==> src/tmcg_pkg.sv <==
package tmcg_pkg;

    localparam int MAX_SEGMENTS = 256;
    localparam int TRIG_BITS    = 16;

    localparam int IDX_W   = 8;
    localparam int CNT_W   = 9;
    localparam int REM_W   = $clog2(MAX_SEGMENTS);
    localparam int RAD_W   = 16;
    localparam int POS_W   = 18;
    localparam int CRN_W   = 16;
    localparam int QW      = 30;
    localparam int TRIG_W  = 32;
    localparam int RND_W   = 34;
    localparam int T_W     = TRIG_BITS - 2;

    localparam int TRIG_LAT = 7;
    localparam int GEO_LAT  = 3;
    localparam int PIPE_D   = TRIG_BITS + TRIG_LAT + GEO_LAT;

    // 2*pi in Q30, scaled so that (t * TWO_PI_Q30) >> TRIG_BITS gives radians
    localparam logic [33:0] TWO_PI_Q30 = 34'd6746518852;
    localparam logic [QW:0] Q30_ONE    = 31'(64'd1 << QW);

    // reciprocal multipliers for exact floor division of values below 2^30
    localparam logic [30:0] RCP_6    = 31'd1431655766;
    localparam int          RSH_6    = 33;
    localparam logic [30:0] RCP_24   = 31'd1431655766;
    localparam int          RSH_24   = 35;
    localparam logic [30:0] RCP_120  = 31'd1145324613;
    localparam int          RSH_120  = 37;
    localparam logic [30:0] RCP_720  = 31'd1527099484;
    localparam int          RSH_720  = 40;

    localparam logic signed [RND_W-1:0] POS_HI = RND_W'(131071);
    localparam logic signed [RND_W-1:0] POS_LO = -RND_W'(131072);

    typedef enum logic [1:0] {
        REG_MAJOR = 2'd0,
        REG_MINOR = 2'd1,
        REG_RING  = 2'd2,
        REG_TUBE  = 2'd3
    } reg_addr_t;

    typedef enum logic [1:0] {
        QUAD_0 = 2'd0,
        QUAD_1 = 2'd1,
        QUAD_2 = 2'd2,
        QUAD_3 = 2'd3
    } quad_t;

    typedef struct packed {
        logic [REM_W-1:0]     rem;
        logic [TRIG_BITS-1:0] dlow;
        logic [TRIG_BITS-1:0] quo;
    } div_lane_t;

    typedef struct packed {
        logic             err;
        logic [CRN_W-1:0] here;
        logic [CRN_W-1:0] next_cross;
        logic [CRN_W-1:0] next_ring;
        logic [CRN_W-1:0] diag;
    } side_t;

    function automatic logic [CNT_W-1:0] eff_count(input logic [CNT_W-1:0] v);
        logic [CNT_W-1:0] r;
        r = v;
        if (v == '0)
            r = CNT_W'(1);
        else if (v > CNT_W'(MAX_SEGMENTS))
            r = CNT_W'(MAX_SEGMENTS);
        return r;
    endfunction

    // divide by 2^30, half away from zero
    function automatic logic signed [RND_W-1:0] rnd30(input logic signed [63:0] v);
        logic [63:0]      mag;
        logic [63:0]      sum;
        logic [RND_W-1:0] r;
        mag = v[63] ? (64'd0 - $unsigned(v)) : $unsigned(v);
        sum = (mag + (64'd1 << 29)) >> 30;
        r   = sum[RND_W-1:0];
        return v[63] ? $signed(RND_W'(0) - r) : $signed(r);
    endfunction

    function automatic logic [POS_W-1:0] sat_pos(input logic signed [RND_W-1:0] v);
        logic [POS_W-1:0] r;
        r = v[POS_W-1:0];
        if (v > POS_HI)
            r = POS_HI[POS_W-1:0];
        else if (v < POS_LO)
            r = POS_LO[POS_W-1:0];
        return r;
    endfunction

endpackage

==> src/tmcg_div_cell.sv <==
module tmcg_div_cell (
    input  logic                     clk,
    input  logic                     en,
    input  logic [tmcg_pkg::CNT_W-1:0] divisor,
    input  tmcg_pkg::div_lane_t      lane_in,
    output tmcg_pkg::div_lane_t      lane_out
);

    tmcg_pkg::div_lane_t lane_reg;
    tmcg_pkg::div_lane_t lane_next;
    logic [tmcg_pkg::CNT_W-1:0] trial;
    logic [tmcg_pkg::CNT_W-1:0] diff;
    logic                       take;

    // one restoring step: shift in the next dividend bit, subtract if it fits
    always_comb
    begin
        trial = {lane_in.rem, lane_in.dlow[tmcg_pkg::TRIG_BITS-1]};
        diff  = trial - divisor;
        take  = (trial >= divisor);
        lane_next.rem  = take ? diff[tmcg_pkg::REM_W-1:0] : trial[tmcg_pkg::REM_W-1:0];
        lane_next.dlow = {lane_in.dlow[tmcg_pkg::TRIG_BITS-2:0], 1'b0};
        lane_next.quo  = {lane_in.quo[tmcg_pkg::TRIG_BITS-2:0], take};
    end

    always_ff @(posedge clk)
    begin
        if (en)
        begin
            lane_reg <= lane_next;
        end
    end

    assign lane_out = lane_reg;

endmodule

==> config.mk <==
export PLATFORM = sky130hd
export DESIGN_NAME = tmcg_div_cell
export DESIGN_NICKNAME = d
export VERILOG_FILES = /design/src/tmcg_pkg.sv /design/src/tmcg_div_cell.sv
export SDC_FILE = /design/constraint.sdc
export NUM_CORES = 1
export LEC_CHECK = 0
export ABC_AREA = 1
export BUFFER_PORTS_ARGS = -buffer_cell sky130_fd_sc_hd__buf_2
export CORE_UTILIZATION = 39
export CTS_CLUSTER_DIAMETER = 100
export DETAILED_ROUTE_END_ITERATION = 12
export PLACE_DENSITY = 0.69
export SLEW_MARGIN = 20
export SYNTH_ARGS = -nofsm -noshare
export SYNTH_HDL_FRONTEND = slang
export SYNTH_SLANG_ARGS = --single-unit
export TNS_END_PERCENT = 10
==> constraint.sdc <==
create_clock -name clk -period 2.5 [get_ports clk]
set_input_delay 0.5 -clock clk [delete_from_list [all_inputs] [get_ports clk]]
set_output_delay 0.5 -clock clk [all_outputs]
set_load 0.005 [all_outputs]
Word level (Yosys, flattened, before mapping) --
Cells that the tools add are included. Widths: inputs -> output; s select.
Storage, ports and cells: register bits 39, logic and storage cells 6
Cells by class: add/sub/neg operators 1, magnitude comparators 1, mux-type cells 1
Operators with widths (count):
- $ge 9x9->1 | 1
- $mux 8 | 1
- $sub 8x8->8 | 1

Longest topological paths before layout --
depth in word-level cells 2, mapped depth 11

Least setup slack after synthesis --
No wires, ideal clock.
path kind input -> register, from input port divisor[7] in the netlist's numbering, to register lane_reg, in the netlist lane_out[32] (data pin), arrival time 1.486 ns, required time 2.247 ns, path slack 0.761 ns, stages 8, cell sequence inv_1 > ha_1 > nand2_4 > inv_1 > a21oi_2 > nand4_4 > nand2_1 > nand2_1
RTL lines:
- start, declared | line tmcg_div_cell.sv:4 | input logic [tmcg_pkg::CNT_W-1:0] divisor,
- end signal, assigned | line tmcg_div_cell.sv:30 | lane_reg <= lane_next;
- end, declared | line tmcg_div_cell.sv:9 | tmcg_pkg::div_lane_t lane_reg;

==> results.md <==
- Outcome: finished, final reports clean
- Async set-or-reset flop fraction in the synthesized netlist: 0
- Clock Tree Buf Depth: 2
- Fin Setup TNS: 0 ns
- Fin util: 0.532
- Cts bufs inserted: 5
- Total track usage: 0.142
- Post-synth net total: 230
- Number of hold violations in the final report: 0
- Top cells by area, synth: edfxtp_1, nand2_1, ha_1
- Max VDD drop: 184 µV
- Least-Margin Pin Slew: 0.832 ns
- Crit. End Element: register
- Rel. slew slack: 0.445
- Antenna viol nets, final: 0
- GRT Max-Usage Layer: met2
- Root Driver: clkbuf_8
- Synth area leader: edfxtp_1
- Post-DR wirelength/cell: 11.0 µm
- Initial Util: 0.405
- Fin cells: 331
- Mapped Cells: 169
- Worst hold path stage count: 1
- Post-synth cell types: 25
- GP Congestion: 0.804
- Setup-failing EPs final: 0
- YS warnings: 0
- Met3 usage: 0.0431
- Post-route DRC: 0
- Setup CP Type: in -> reg
- Fill count: 431
- NumNets Final: 324
- Post-CTS Setup Bufs: 0
- DR pass1 iterations: 4
- Crit path time final: 1.69 ns
- Synth Register Bits: 39
- Sequential share of the synthesized area: 0.612
- Top-count cell post-synth: nand2_1
- Leakage: 1.25 nW
- Final worst path period share: 0.677
- Hold-fix buffers at CTS: 0
- Area Growth Syn to Fin: 31.2%
- Number of synthesized flops with an enable pin: 39
- Hpwl dp: 2850 µm
- Max-cap violations: 0
- Top-area cell type share of the netlist area: 0.612
- Post-Synthesis Cell Area: 1910 µm²
- Core box area: 4720 µm²
- GR met1 Demand/Resource: 0.163
- First DRT Iteration DRCs: 30
- Post-CTS Resized: 0
- Largest net degree at the start of global routing: 40
- Final Max Tran Viols: 0
- Layout cells sized above 1: 0.420
- Post-synth top cells: nand2_1, edfxtp_1, inv_1, nand3_1, ha_1
- Global-route wire length before repair: 5670 µm
- Dpl cells: 323
- Syn avg cell area: 11.3 µm²
- Antenna violations before repair: 0
- Worst hold-check path type: in -> reg
- Crit path arrival time: 1.73 ns
- Hold slack: 0.390 ns
- Synth Flop Type: edfxtp_1
- Vias in the first global route: 1304
- Die height: 72.1 µm
- Io pins: 91
- H-tree depth: 2
- Critical path fanouts, max: 9
- Design Power: 0.00148 W
- Row Count: 25
- RSZ-0062 raised after global routing: false
- Max reg flops: 39
- Die area: 5190 µm²
- CP required: 2.53 ns
- Vias per cell: 4.36
- Pwr Density: 587 nW/µm²
- N_diodes: 0
- Vias: 1442
- CP startpoint kind: input port
- Routed WL: 3630 µm
- Met2 GRT Util: 0.252
- Die W: 72.1 µm
- GRT overflow: 0
- CTS tree: done
- Max Fclk: 591 MHz
- Worst-path clk slew: 0.07 ns
- I/O Buffers: 88
- Sink Count: 39
placed cells by master (no fill, tap or decap), types with 2 or more instances in the layout:
master | netlist | final
clkbuf_8 | 0 | 5
ha_1 | 9 | 9
clkbuf_1 | 0 | 2
nor2_1 | 5 | 5
inv_1 | 27 | 27
nand2_4 | 2 | 2
xnor2_1 | 2 | 2
nand2_2 | 4 | 4
nand2_1 | 47 | 47
nand3_1 | 15 | 15
nand3_2 | 2 | 2
a21oi_1 | 2 | 2
edfxtp_1 | 39 | 39
nor2_4 | 2 | 2
buf_2 | 0 | 88
cells by family (layout without fill, tap and decap cells):
logic type / count (synthesis) / in the layout / synth area share
buffers and inverters: 29 / 124 / 0.0588
and+or+nand+nor: 83 / 83 / 0.229
DFF: 39 / 39 / 0.612
other: 1 / 1 / 0.00196
xor gates and xnor gates: 3 / 3 / 0.0137
adders and majority gates: 10 / 10 / 0.0693
AOI/OAI and AO/OA: 4 / 4 / 0.0157
final cells by class:
cell class,count,area [µm²],area share
clock buffers,7,76.3,0.0304
clock inverters,1,5.00,0.00199
inverters,28,105,0.0418
multi-input cells,101,631,0.251
flip-flops and latches,39,1170,0.466
well taps,67,83.8,0.0334
repair buffers,88,440,0.175
critical path, stage by stage:
cell	delay (ns)
buf_2	0.07
inv_1	0.04
ha_1	0.35
nand2_1	0.09
nand2_1	0.08
inv_1	0.11
nand2_1	0.06
nand2_1	0.09
nand4_4	0.16
nand2_1	0.12
nand2_1	0.05
power by group:
| part | internal [W] | switching, W | leakage [nW] |
|---|---|---|---|
| clock | 0.000195 | 0.000187 | 0.0422 |
| combinational | 0.000128 | 0.000164 | 0.828 |
| sequential | 0.000791 | 0.0000117 | 0.381 |
path summary, 6_finish.rpt:
path / end / slack (ns) / start
max: lane_out[37]$_DFFE_PP_ / 0.81 / divisor[4]
min: lane_out[1]$_DFFE_PP_ / 0.39 / lane_in[0]
through the flow:
| stage | worst slack (ns) | area, µm² |
|---|---|---|
| CTS | 0.808 | 2510 |
| finish | 0.808 | 2510 |
| global placement | 0.528 | 2430 |
| global route | 0.659 | 2510 |
| detailed placement | 0.510 | 2430 |
| floorplan | 0.761 | 1910 |
metal layers:
metal / share of wire / wire [µm] / vias to the layer above
met2: 0.47 / 1710 / 71
met5: 0 / 0 / -
met4: 0.0080 / 29 / 0
met1: 0.45 / 1620 / 625
met3: 0.074 / 268 / 4
li1: - / - / 742
No activity file was read; power rests on OpenSTA's default activity.
